File: config.mk
export PLATFORM = sky130hd
export DESIGN_NAME = tga_rle_image_decoder
export DESIGN_NICKNAME = d
export VERILOG_FILES = /design/src/hw/rtl/tga_pkg.sv /design/src/hw/rtl/tga_dec_core.sv /design/src/hw/rtl/tga_out_buf.sv /design/src/hw/rtl/tga_rle_image_decoder.sv
export SDC_FILE = /design/constraint.sdc
export NUM_CORES = 1
export LEC_CHECK = 0
export BUFFER_PORTS_ARGS = -buffer_cell sky130_fd_sc_hd__buf_2
export CAP_MARGIN = 20
export CORE_MARGIN = 4
export CORE_UTILIZATION = 57
export CTS_CLUSTER_SIZE = 28
export DETAILED_ROUTE_END_ITERATION = 16
export PLACE_DENSITY = 0.74
export SLEW_MARGIN = 20
export SYNTH_ARGS = -nofsm -noshare
export SYNTH_HDL_FRONTEND = slang
export SYNTH_HIERARCHICAL = 1
export SYNTH_SLANG_ARGS = --single-unit
File: constraint.sdc
create_clock -name clk_i -period 7.5 [get_ports clk_i]
set_input_delay 0.75 -clock clk_i [delete_from_list [all_inputs] [get_ports clk_i]]
set_output_delay 0.75 -clock clk_i [all_outputs]
set_load 0.01 [all_outputs]
File: src/hw/rtl/tga_pkg.sv
// Shared types and constants for the TGA run-length image decoder.
`timescale 1ns / 1ps
`default_nettype none

package tga_pkg;

  typedef enum logic [1:0] {
    PH_HALT = 2'd0,
    PH_HEAD = 2'd1,
    PH_DATA = 2'd2,
    PH_DONE = 2'd3
  } phase_e;

  typedef enum logic [1:0] {
    KIND_HDR_OK  = 2'd0,
    KIND_PIXEL   = 2'd1,
    KIND_HDR_BAD = 2'd2
  } kind_e;

  localparam logic [4:0] HdrPatLen   = 5'd12;
  localparam logic [4:0] HdrPosType  = 5'd2;
  localparam logic [4:0] HdrPosWLo   = 5'd12;
  localparam logic [4:0] HdrPosWHi   = 5'd13;
  localparam logic [4:0] HdrPosHLo   = 5'd14;
  localparam logic [4:0] HdrPosHHi   = 5'd15;
  localparam logic [4:0] HdrPosDepth = 5'd16;
  localparam logic [4:0] HdrPosLast  = 5'd17;

  localparam logic [7:0] TypeRle    = 8'd10;
  localparam logic [7:0] TypeRaw    = 8'd2;
  localparam logic [7:0] DepthAlpha = 8'd32;
  localparam logic [7:0] DepthPlain = 8'd24;

  localparam logic [7:0] MaxRepeat = 8'd128;

  typedef struct packed {
    logic [7:0] data_byte;
    logic       first_byte;
  } in_t;

  typedef struct packed {
    kind_e       result_kind;
    logic [15:0] out_width;
    logic [15:0] out_height;
    logic        has_alpha;
    logic [31:0] pixel_value;
    logic [7:0]  repeat_count;
    logic        last;
  } out_t;

endpackage

`default_nettype wire

File: src/hw/rtl/tga_dec_core.sv
// Decoder state registers and per-byte header and pixel decode logic.
`timescale 1ns / 1ps
`default_nettype none

module tga_dec_core (
  input  wire logic         clk_i,
  input  wire logic         rst_ni,
  input  wire logic         accept_i,
  input  wire tga_pkg::in_t item_i,
  output logic              res_valid_o,
  output tga_pkg::out_t     res_o
);

  tga_pkg::phase_e phase_q, phase_d, cur_phase;
  logic [4:0]  hpos_q, hpos_d, cur_hpos;
  logic        rle_q, rle_d, cur_rle;
  logic [15:0] width_q, width_d, cur_width;
  logic [15:0] height_q, height_d, cur_height;
  logic        alpha_q, alpha_d, cur_alpha;
  logic [31:0] left_q, left_d, cur_left;
  logic        run_q, run_d, cur_run;
  logic [7:0]  pkt_q, pkt_d, cur_pkt;
  logic [31:0] pix_q, pix_d, cur_pix;
  logic [1:0]  bip_q, bip_d, cur_bip;

  logic [7:0]  b;
  logic [31:0] area;
  logic [31:0] pix_acc;
  logic [1:0]  bip_next;
  logic [1:0]  need;
  logic [7:0]  rep;
  logic [31:0] left_after;
  logic        empty;

  always_comb begin
    b = item_i.data_byte;

    if (item_i.first_byte) begin
      cur_phase  = tga_pkg::PH_HEAD;
      cur_hpos   = '0;
      cur_rle    = 1'b0;
      cur_width  = '0;
      cur_height = '0;
      cur_alpha  = 1'b0;
      cur_left   = '0;
      cur_run    = 1'b0;
      cur_pkt    = '0;
      cur_pix    = '0;
      cur_bip    = '0;
    end else begin
      cur_phase  = phase_q;
      cur_hpos   = hpos_q;
      cur_rle    = rle_q;
      cur_width  = width_q;
      cur_height = height_q;
      cur_alpha  = alpha_q;
      cur_left   = left_q;
      cur_run    = run_q;
      cur_pkt    = pkt_q;
      cur_pix    = pix_q;
      cur_bip    = bip_q;
    end

    phase_d  = cur_phase;
    hpos_d   = cur_hpos;
    rle_d    = cur_rle;
    width_d  = cur_width;
    height_d = cur_height;
    alpha_d  = cur_alpha;
    left_d   = cur_left;
    run_d    = cur_run;
    pkt_d    = cur_pkt;
    pix_d    = cur_pix;
    bip_d    = cur_bip;

    area       = cur_width * cur_height;
    empty      = (cur_width == '0) || (cur_height == '0);
    pix_acc    = cur_pix | ({24'b0, b} << {cur_bip, 3'b000});
    bip_next   = cur_bip + 2'd1;
    need       = cur_alpha ? 2'd0 : 2'd3;
    rep        = 8'd1;
    left_after = cur_left;

    res_valid_o = 1'b0;
    res_o       = '0;

    unique case (cur_phase)
      tga_pkg::PH_HEAD: begin
        hpos_d = cur_hpos + 5'd1;
        if (cur_hpos < tga_pkg::HdrPatLen) begin
          if (cur_hpos == tga_pkg::HdrPosType) begin
            if (b == tga_pkg::TypeRle) begin
              rle_d = 1'b1;
            end else if (b == tga_pkg::TypeRaw) begin
              rle_d = 1'b0;
            end else begin
              phase_d = tga_pkg::PH_HALT;
              res_valid_o = 1'b1;
              res_o.result_kind = tga_pkg::KIND_HDR_BAD;
            end
          end else if (b != 8'd0) begin
            phase_d = tga_pkg::PH_HALT;
            res_valid_o = 1'b1;
            res_o.result_kind = tga_pkg::KIND_HDR_BAD;
          end
        end else if (cur_hpos == tga_pkg::HdrPosWLo) begin
          width_d = {8'b0, b};
        end else if (cur_hpos == tga_pkg::HdrPosWHi) begin
          width_d = {b, cur_width[7:0]};
        end else if (cur_hpos == tga_pkg::HdrPosHLo) begin
          height_d = {8'b0, b};
        end else if (cur_hpos == tga_pkg::HdrPosHHi) begin
          height_d = {b, cur_height[7:0]};
        end else if (cur_hpos == tga_pkg::HdrPosDepth) begin
          if (b == tga_pkg::DepthAlpha) begin
            alpha_d = 1'b1;
          end else if (b == tga_pkg::DepthPlain) begin
            alpha_d = 1'b0;
          end else begin
            phase_d = tga_pkg::PH_HALT;
            res_valid_o = 1'b1;
            res_o.result_kind = tga_pkg::KIND_HDR_BAD;
          end
        end else begin
          left_d  = area;
          pkt_d   = '0;
          run_d   = 1'b0;
          pix_d   = '0;
          bip_d   = '0;
          phase_d = empty ? tga_pkg::PH_DONE : tga_pkg::PH_DATA;
          res_valid_o        = 1'b1;
          res_o.result_kind  = tga_pkg::KIND_HDR_OK;
          res_o.out_width    = cur_width;
          res_o.out_height   = cur_height;
          res_o.has_alpha    = cur_alpha;
          res_o.last         = empty;
        end
      end
      tga_pkg::PH_DATA: begin
        if (cur_rle && (cur_pkt == '0)) begin
          run_d = b[7];
          pkt_d = {1'b0, b[6:0]} + 8'd1;
        end else if (bip_next != need) begin
          pix_d = pix_acc;
          bip_d = bip_next;
        end else begin
          pix_d = '0;
          bip_d = '0;
          if (cur_rle && cur_run) begin
            rep   = ({24'b0, cur_pkt} < cur_left) ? cur_pkt : cur_left[7:0];
            pkt_d = '0;
          end else begin
            rep = 8'd1;
            if (cur_rle) begin
              pkt_d = cur_pkt - 8'd1;
            end
          end
          left_after = cur_left - {24'b0, rep};
          left_d     = left_after;
          if (left_after == '0) begin
            phase_d = tga_pkg::PH_DONE;
          end
          res_valid_o        = 1'b1;
          res_o.result_kind  = tga_pkg::KIND_PIXEL;
          res_o.has_alpha    = cur_alpha;
          res_o.pixel_value  = pix_acc;
          res_o.repeat_count = rep;
          res_o.last         = (left_after == '0);
        end
      end
      tga_pkg::PH_HALT, tga_pkg::PH_DONE: begin
      end
      default: begin
      end
    endcase

    if (!accept_i) begin
      res_valid_o = 1'b0;
    end
  end

  always_ff @(posedge clk_i or negedge rst_ni) begin
    if (!rst_ni) begin
      phase_q  <= tga_pkg::PH_HALT;
      hpos_q   <= '0;
      rle_q    <= 1'b0;
      width_q  <= '0;
      height_q <= '0;
      alpha_q  <= 1'b0;
      left_q   <= '0;
      run_q    <= 1'b0;
      pkt_q    <= '0;
      pix_q    <= '0;
      bip_q    <= '0;
    end else if (accept_i) begin
      phase_q  <= phase_d;
      hpos_q   <= hpos_d;
      rle_q    <= rle_d;
      width_q  <= width_d;
      height_q <= height_d;
      alpha_q  <= alpha_d;
      left_q   <= left_d;
      run_q    <= run_d;
      pkt_q    <= pkt_d;
      pix_q    <= pix_d;
      bip_q    <= bip_d;
    end
  end

  a_data_has_pixels: assert property (@(posedge clk_i) disable iff (!rst_ni)
    (phase_q == tga_pkg::PH_DATA) |-> (left_q != '0))
    else $error("data phase with no pixels left");

  a_head_pos_range: assert property (@(posedge clk_i) disable iff (!rst_ni)
    (phase_q == tga_pkg::PH_HEAD) |-> (hpos_q <= tga_pkg::HdrPosLast))
    else $error("header position past descriptor byte");

  a_run_count_range: assert property (@(posedge clk_i) disable iff (!rst_ni)
    (res_valid_o && (res_o.result_kind == tga_pkg::KIND_PIXEL)) |->
      ((res_o.repeat_count != 8'd0) && (res_o.repeat_count <= tga_pkg::MaxRepeat)))
    else $error("pixel run count out of range");

  a_pixel_byte_idx: assert property (@(posedge clk_i) disable iff (!rst_ni)
    (!alpha_q && (phase_q == tga_pkg::PH_DATA)) |-> (bip_q != 2'd3))
    else $error("byte index beyond 24-bit pixel");

endmodule

`default_nettype wire

File: src/hw/rtl/tga_out_buf.sv
// Two-entry result register with skid slot between decode and output channel.
`timescale 1ns / 1ps
`default_nettype none

module tga_out_buf (
  input  wire logic          clk_i,
  input  wire logic          rst_ni,
  input  wire logic          push_i,
  input  wire tga_pkg::out_t push_data_i,
  output logic               full_o,
  output logic               out_valid_o,
  input  wire logic          out_stall_i,
  output tga_pkg::out_t      out_data_o
);

  logic          main_valid_q;
  tga_pkg::out_t main_data_q;
  logic          skid_valid_q;
  tga_pkg::out_t skid_data_q;
  logic          pop;

  assign pop         = main_valid_q && !out_stall_i;
  assign full_o      = skid_valid_q;
  assign out_valid_o = main_valid_q;
  assign out_data_o  = main_data_q;

  always_ff @(posedge clk_i or negedge rst_ni) begin
    if (!rst_ni) begin
      main_valid_q <= 1'b0;
      skid_valid_q <= 1'b0;
    end else if (pop) begin
      if (skid_valid_q) begin
        skid_valid_q <= 1'b0;
      end else begin
        main_valid_q <= push_i;
      end
    end else if (push_i) begin
      if (main_valid_q) begin
        skid_valid_q <= 1'b1;
      end else begin
        main_valid_q <= 1'b1;
      end
    end
  end

  always_ff @(posedge clk_i) begin
    if (pop) begin
      if (skid_valid_q) begin
        main_data_q <= skid_data_q;
      end else if (push_i) begin
        main_data_q <= push_data_i;
      end
    end else if (push_i) begin
      if (main_valid_q) begin
        skid_data_q <= push_data_i;
      end else begin
        main_data_q <= push_data_i;
      end
    end
  end

  a_skid_behind_main: assert property (@(posedge clk_i) disable iff (!rst_ni)
    skid_valid_q |-> main_valid_q)
    else $error("skid slot holds data while output slot is empty");

  a_no_push_when_full: assert property (@(posedge clk_i) disable iff (!rst_ni)
    skid_valid_q |-> !push_i)
    else $error("result pushed into full buffer");

  a_skid_fill: assert property (@(posedge clk_i) disable iff (!rst_ni)
    (push_i && main_valid_q && out_stall_i) |=> skid_valid_q)
    else $error("stalled result not captured in skid slot");

endmodule

`default_nettype wire

File: src/hw/rtl/tga_rle_image_decoder.sv
// Top level of the TGA run-length image decoder: byte input, pixel-run output.
// A decoded result is registered in the output buffer before it reaches out_valid_o.
// Throughput: one byte per cycle while in_stall_o is low; decode is combinational.
// A two-entry output buffer takes one more result during an output stall.
// Reset: all decoder state clears; the block ignores bytes until first_byte.
`timescale 1ns / 1ps
`default_nettype none

module tga_rle_image_decoder (
  input  wire logic          clk_i,
  input  wire logic          rst_ni,
  input  wire logic          in_valid_i,
  output logic               in_stall_o,
  input  wire tga_pkg::in_t  in_data_i,
  output logic               out_valid_o,
  input  wire logic          out_stall_i,
  output tga_pkg::out_t      out_data_o
);

  logic          accept;
  logic          res_valid;
  tga_pkg::out_t res;
  logic          buf_full;

  assign in_stall_o = buf_full;
  assign accept     = in_valid_i && !buf_full;

  tga_dec_core u_core (
    .clk_i       (clk_i),
    .rst_ni      (rst_ni),
    .accept_i    (accept),
    .item_i      (in_data_i),
    .res_valid_o (res_valid),
    .res_o       (res)
  );

  tga_out_buf u_out_buf (
    .clk_i       (clk_i),
    .rst_ni      (rst_ni),
    .push_i      (res_valid),
    .push_data_i (res),
    .full_o      (buf_full),
    .out_valid_o (out_valid_o),
    .out_stall_i (out_stall_i),
    .out_data_o  (out_data_o)
  );

  a_result_needs_transfer: assert property (@(posedge clk_i) disable iff (!rst_ni)
    res_valid |-> accept)
    else $error("result without accepted byte");

  a_stall_means_pending: assert property (@(posedge clk_i) disable iff (!rst_ni)
    in_stall_o |-> out_valid_o)
    else $error("input stalled with no pending output");

  a_result_reaches_output: assert property (@(posedge clk_i) disable iff (!rst_ni)
    res_valid |=> out_valid_o)
    else $error("result lost before output");

endmodule

`default_nettype wire
==> impl_metrics.csv <==
group,metric,value,unit
min_path,worst_hold_path_type,"in2async",
logic_synthesis,synth.yosys.warnings,6,
clocking,max-clock-path-buffers,3,
placement,port_buffers,90,
route,finalWirelength,62110,um
die,dieHeight,208.0,um
die,start_util,57.53,%
critical_path,timing.critical_path.to_type,"flop",
die,core_area,39640,um2
clocking,cts_hold_buffers,0,
logic_synthesis,synthCells,2285,
route,drt_pass1_iterations,6,
timing,tightest_slew_margin_relative_to_the_limit,26.76,%
die,number_of_ports_placed_on_the_die_boundary,91,
clocking,clkSlewWorstSetupHoldPaths,0.06,ns
clocking,numCtsBuffers,28,
critical_path,crit_chain,"buf_2 > nor2b_1 > buf_4 > nand2_1 > fa_1 > inv_1 > fa_1 > fa_1 > fa_1 > fa_1 > inv_1 > fa_1 > inv_1 > ha_1 > and3_1 > nand3_1 > a211oi_1 > nor2_1 > or4_1 > a31oi_1 > a21oi_1 > nor4bb_1 > or3_1",
critical_path,cp_max_fanout,12,
global_routing,largest_net_degree_at_the_start_of_global_routing,77,
critical_path,timing.critical_path.slowest_stage_cell,"sky130_fd_sc_hd__nor2b_1",
power_and_ir_drop,power_leakage,11.39,nW
route,wl_per_cell,21.61,um
timing,count_of_endpoints_failing_hold_in_the_final_timing_report,0,
clocking,buffers_inserted_by_post_cts_timing_repair,0,
power_and_ir_drop,p_per_area,181.4,nW/um2
logic_synthesis,ys_seq_elements,270,
global_routing,overall_fraction_of_global_route_tracks_in_use,28.37,%
timing,min_period_over_period,96.04,%
clocking,clk_root_buffer_cell,"sky130_fd_sc_hd__clkbuf_16",
finish,post_route_cells_drive_above_1_share,13.11,%
timing,finalSetupViolCount,0,
logic_synthesis,post_synth_instance_area,22810,um2
clocking,cts_resized,0,
status,outcome,"finished, final reports clean",
logic_synthesis,avgSynthCellArea,9.981,um2
logic_synthesis,synth-seq-area-share,32.96,%
timing,clock_skew,0.03402,ns
route,drc,0,
clocking,clkLatencyLatePin,0.56,ns
route,num_vias,17950,
critical_path,r2r_start,"u_core/width_q[5]$_DFFE_PN0P_",
critical_path,worst_r2r_path_depth,22,
timing,post-route-worst-setup-slack,0.2971,ns
global_routing,grt_first_pass_wirelength,100200,um
timing,worst_pin_slew,1.099,ns
placement,gp_congestion,0.9782,
timing,achievable-frequency,0.1388,GHz
critical_path,worst_setup_path_startpoint,"in_data_i[0]",
clocking,clock_sinks,270,
critical_path,cp_data_required_time,7.93,ns
global_routing,antenna_violations_before_repair,1,
logic_synthesis,synthesis.nets,2623,
logic_synthesis,postSynth.asyncResetShare,43.70,%
placement,place_hpwl,46080,um
timing,post-route-min-period,7.203,ns
die,fp.dieW,208.0,um
finish,final_util,62.61,%
logic_synthesis,synth_cell_type_count,84,
finish,final_layout_fill_cell_count,3219,
logic_synthesis,prevailing_post_synth_register_cell,"sky130_fd_sc_hd__edfxtp_1",
power_and_ir_drop,post-layout-total-power,4.502,mW
critical_path,ff2ff_setup_slack,0.33,ns
clocking,max_h_tree_level,1,
power_and_ir_drop,max-vdd-ir-drop,173.5,uV
logic_synthesis,synth-edff-count,152,
die,placementRows,73,
route,drt_iter0_drc,1593,
critical_path,wp_data_arrival,7.64,ns
critical_path,reg2reg_to,"u_core/left_q[29]$_DFFE_PN0P_",
die,die_area,43280,um2
run,max-cap-violations,0,
critical_path,crit_path_frequent_cell,"sky130_fd_sc_hd__fa_1",
global_routing,first_global_vias,18240,
finish,layout-area-overhead-vs-synth,8.827,%
finish,finalNetCount,2666,
timing,grt_setup_unrepaired,"false",
route,dr_vias_cell,6.245,
finish,diodes_inserted,0,
global_routing,grt-ovfl-total,0,
route,ant_nets,0,
timing,timing.final.max_slew_violations,0,
critical_path,crit_type,"in2reg",
placement,dp_worst_setup_slack,-0.1648,ns
critical_path,largest_stage_delay_on_the_critical_path,0.59,ns
finish,mostFrequentLayoutCells,"sky130_fd_sc_hd__inv_1 (261), sky130_fd_sc_hd__nand2_1 (228), sky130_fd_sc_hd__fa_1 (195)",
clocking,clock_tree_from_tritoncts,"yes",
critical_path,worst_setup_path_start_kind,"input pin",
finish,most_frequent_standard_cell_in_the_layout_excluding_fill_and_tap_cells,"sky130_fd_sc_hd__inv_1",
==> cell usage after synthesis, types with 13 or more instances <==
master / number / share of area (%)
sky130_fd_sc_hd__a22o_1: 76 / 2.9
sky130_fd_sc_hd__o211ai_1: 13 / 0.43
sky130_fd_sc_hd__nand2_1: 228 / 3.8
sky130_fd_sc_hd__clkbuf_1: 101 / 1.7
sky130_fd_sc_hd__inv_1: 262 / 4.3
sky130_fd_sc_hd__a22oi_1: 41 / 1.3
sky130_fd_sc_hd__a21oi_1: 86 / 1.9
sky130_fd_sc_hd__buf_2: 15 / 0.33
sky130_fd_sc_hd__mux2_2: 36 / 1.8
sky130_fd_sc_hd__a21o_1: 17 / 0.56
sky130_fd_sc_hd__a31oi_1: 16 / 0.44
sky130_fd_sc_hd__edfxtp_1: 152 / 20
sky130_fd_sc_hd__nor2b_1: 49 / 1.3
sky130_fd_sc_hd__and2_1: 152 / 4.2
sky130_fd_sc_hd__a211oi_1: 13 / 0.43
sky130_fd_sc_hd__xnor2_1: 23 / 0.88
sky130_fd_sc_hd__nor4_1: 22 / 0.60
sky130_fd_sc_hd__and3_1: 13 / 0.36
sky130_fd_sc_hd__nor3_1: 30 / 0.66
sky130_fd_sc_hd__xor2_1: 19 / 0.73
sky130_fd_sc_hd__buf_1: 26 / 0.43
sky130_fd_sc_hd__fa_1: 195 / 17
sky130_fd_sc_hd__mux2_4: 40 / 2.6
sky130_fd_sc_hd__ha_1: 130 / 7.1
sky130_fd_sc_hd__nor2_1: 121 / 2.0
sky130_fd_sc_hd__nand3_1: 22 / 0.48
sky130_fd_sc_hd__dfrtp_1: 118 / 13
sky130_fd_sc_hd__o21ai_0: 78 / 1.7
==> worst max path at each step <==
stage / slack (ns) / end / cells past startpoint
after floorplan: 0.16 / u_out_buf/out_data_o[0]$_DFFE_PP_ / 14
after global placement: 0.14 / u_core/left_q[29]$_DFFE_PN0P_ / 23
after detailed placement: -0.16 / u_core/left_q[29]$_DFFE_PN0P_ / 23
after CTS: 0.39 / u_core/left_q[29]$_DFFE_PN0P_ / 23
after global routing: 0.03 / u_core/left_q[29]$_DFFE_PN0P_ / 23
final: 0.30 / u_core/left_q[29]$_DFFE_PN0P_ / 23
==> critical path, delay by kind of cell <==
kind | cells | cell delay, ns
AOI/OAI and AO/OA | 3 | 0.74
adders and majority gates | 7 | 3.34
buffers and inverters | 5 | 0.62
and+or+nand+nor | 8 | 2.16
==> per-layer routing <==
metal	track usage (%)	vias up	routed length, um
li1	-	7896	-
met5	0	-	0
met4	8.969	0	2186
met1	39.57	9061	25810
met3	3.890	159	4528
met2	46.61	833	29580
==> kinds of logic (layout without fill, tap and decap cells) <==
kind of cell	after synthesis	after routing	share of synthesized area, %
DFF	270	270	32.96
buffers and inverters	411	475	7.044
adders and majority gates	325	325	24.25
and+or+nand+nor	715	715	15.99
xor gates and xnor gates	42	42	1.613
muxes	90	90	5.058
AOI/OAI and AO/OA	432	432	13.08
==> final cells by class <==
type	count	area, um2	area share, %
sequential	270	7517	30.29
inverter	263	987.2	3.977
clock inverter	17	168.9	0.6805
tap	525	656.9	2.647
multi-input combinational	1604	13710	55.25
timing repair buffer	161	1023	4.124
clock buffer	34	754.5	3.040
==> sequential cells by signal, summed over array words and instances (netlist names) <==
| register | cells |
|---|---|
| u_core/hpos_q | 5 |
| u_core/pkt_q | 8 |
| u_core/run_q | 1 |
| u_core/pix_q | 32 |
| u_core/phase_q | 2 |
| u_core/height_q | 16 |
| u_out_buf/skid_data_q | 76 |
| u_core/left_q | 32 |
| u_out_buf/out_valid_o | 1 |
| u_core/bip_q | 2 |
| u_core/rle_q | 1 |
| u_out_buf/full_o | 1 |
| u_core/width_q | 16 |
| u_core/alpha_q | 1 |
| u_out_buf/out_data_o | 76 |
==> per-stage QoR <==
stage / instance area [um2] / setup TNS (ns) / hold slack (ns) / cells
2_1_floorplan: 22810 / 0 / 0.4544 / 2285
3_3_place_gp: 23890 / 0 / 0.4797 / 2823
3_5_place_dp: 23890 / -0.2279 / 0.4776 / 2823
4_1_cts: 24810 / 0 / 0.2477 / 2874
5_1_grt: 24820 / 0 / 0.2786 / 2874
6_report: 24820 / 0 / 0.2216 / 2874
==> where the power goes <==
group	internal (mW)	total [mW]	switching, mW
Clock	0.818	1.40	0.584
Sequential	1.75	1.83	0.0851
Combinational	0.426	1.27	0.839
Total	2.99	4.50	1.51
Power figures use the tool's default switching activity.
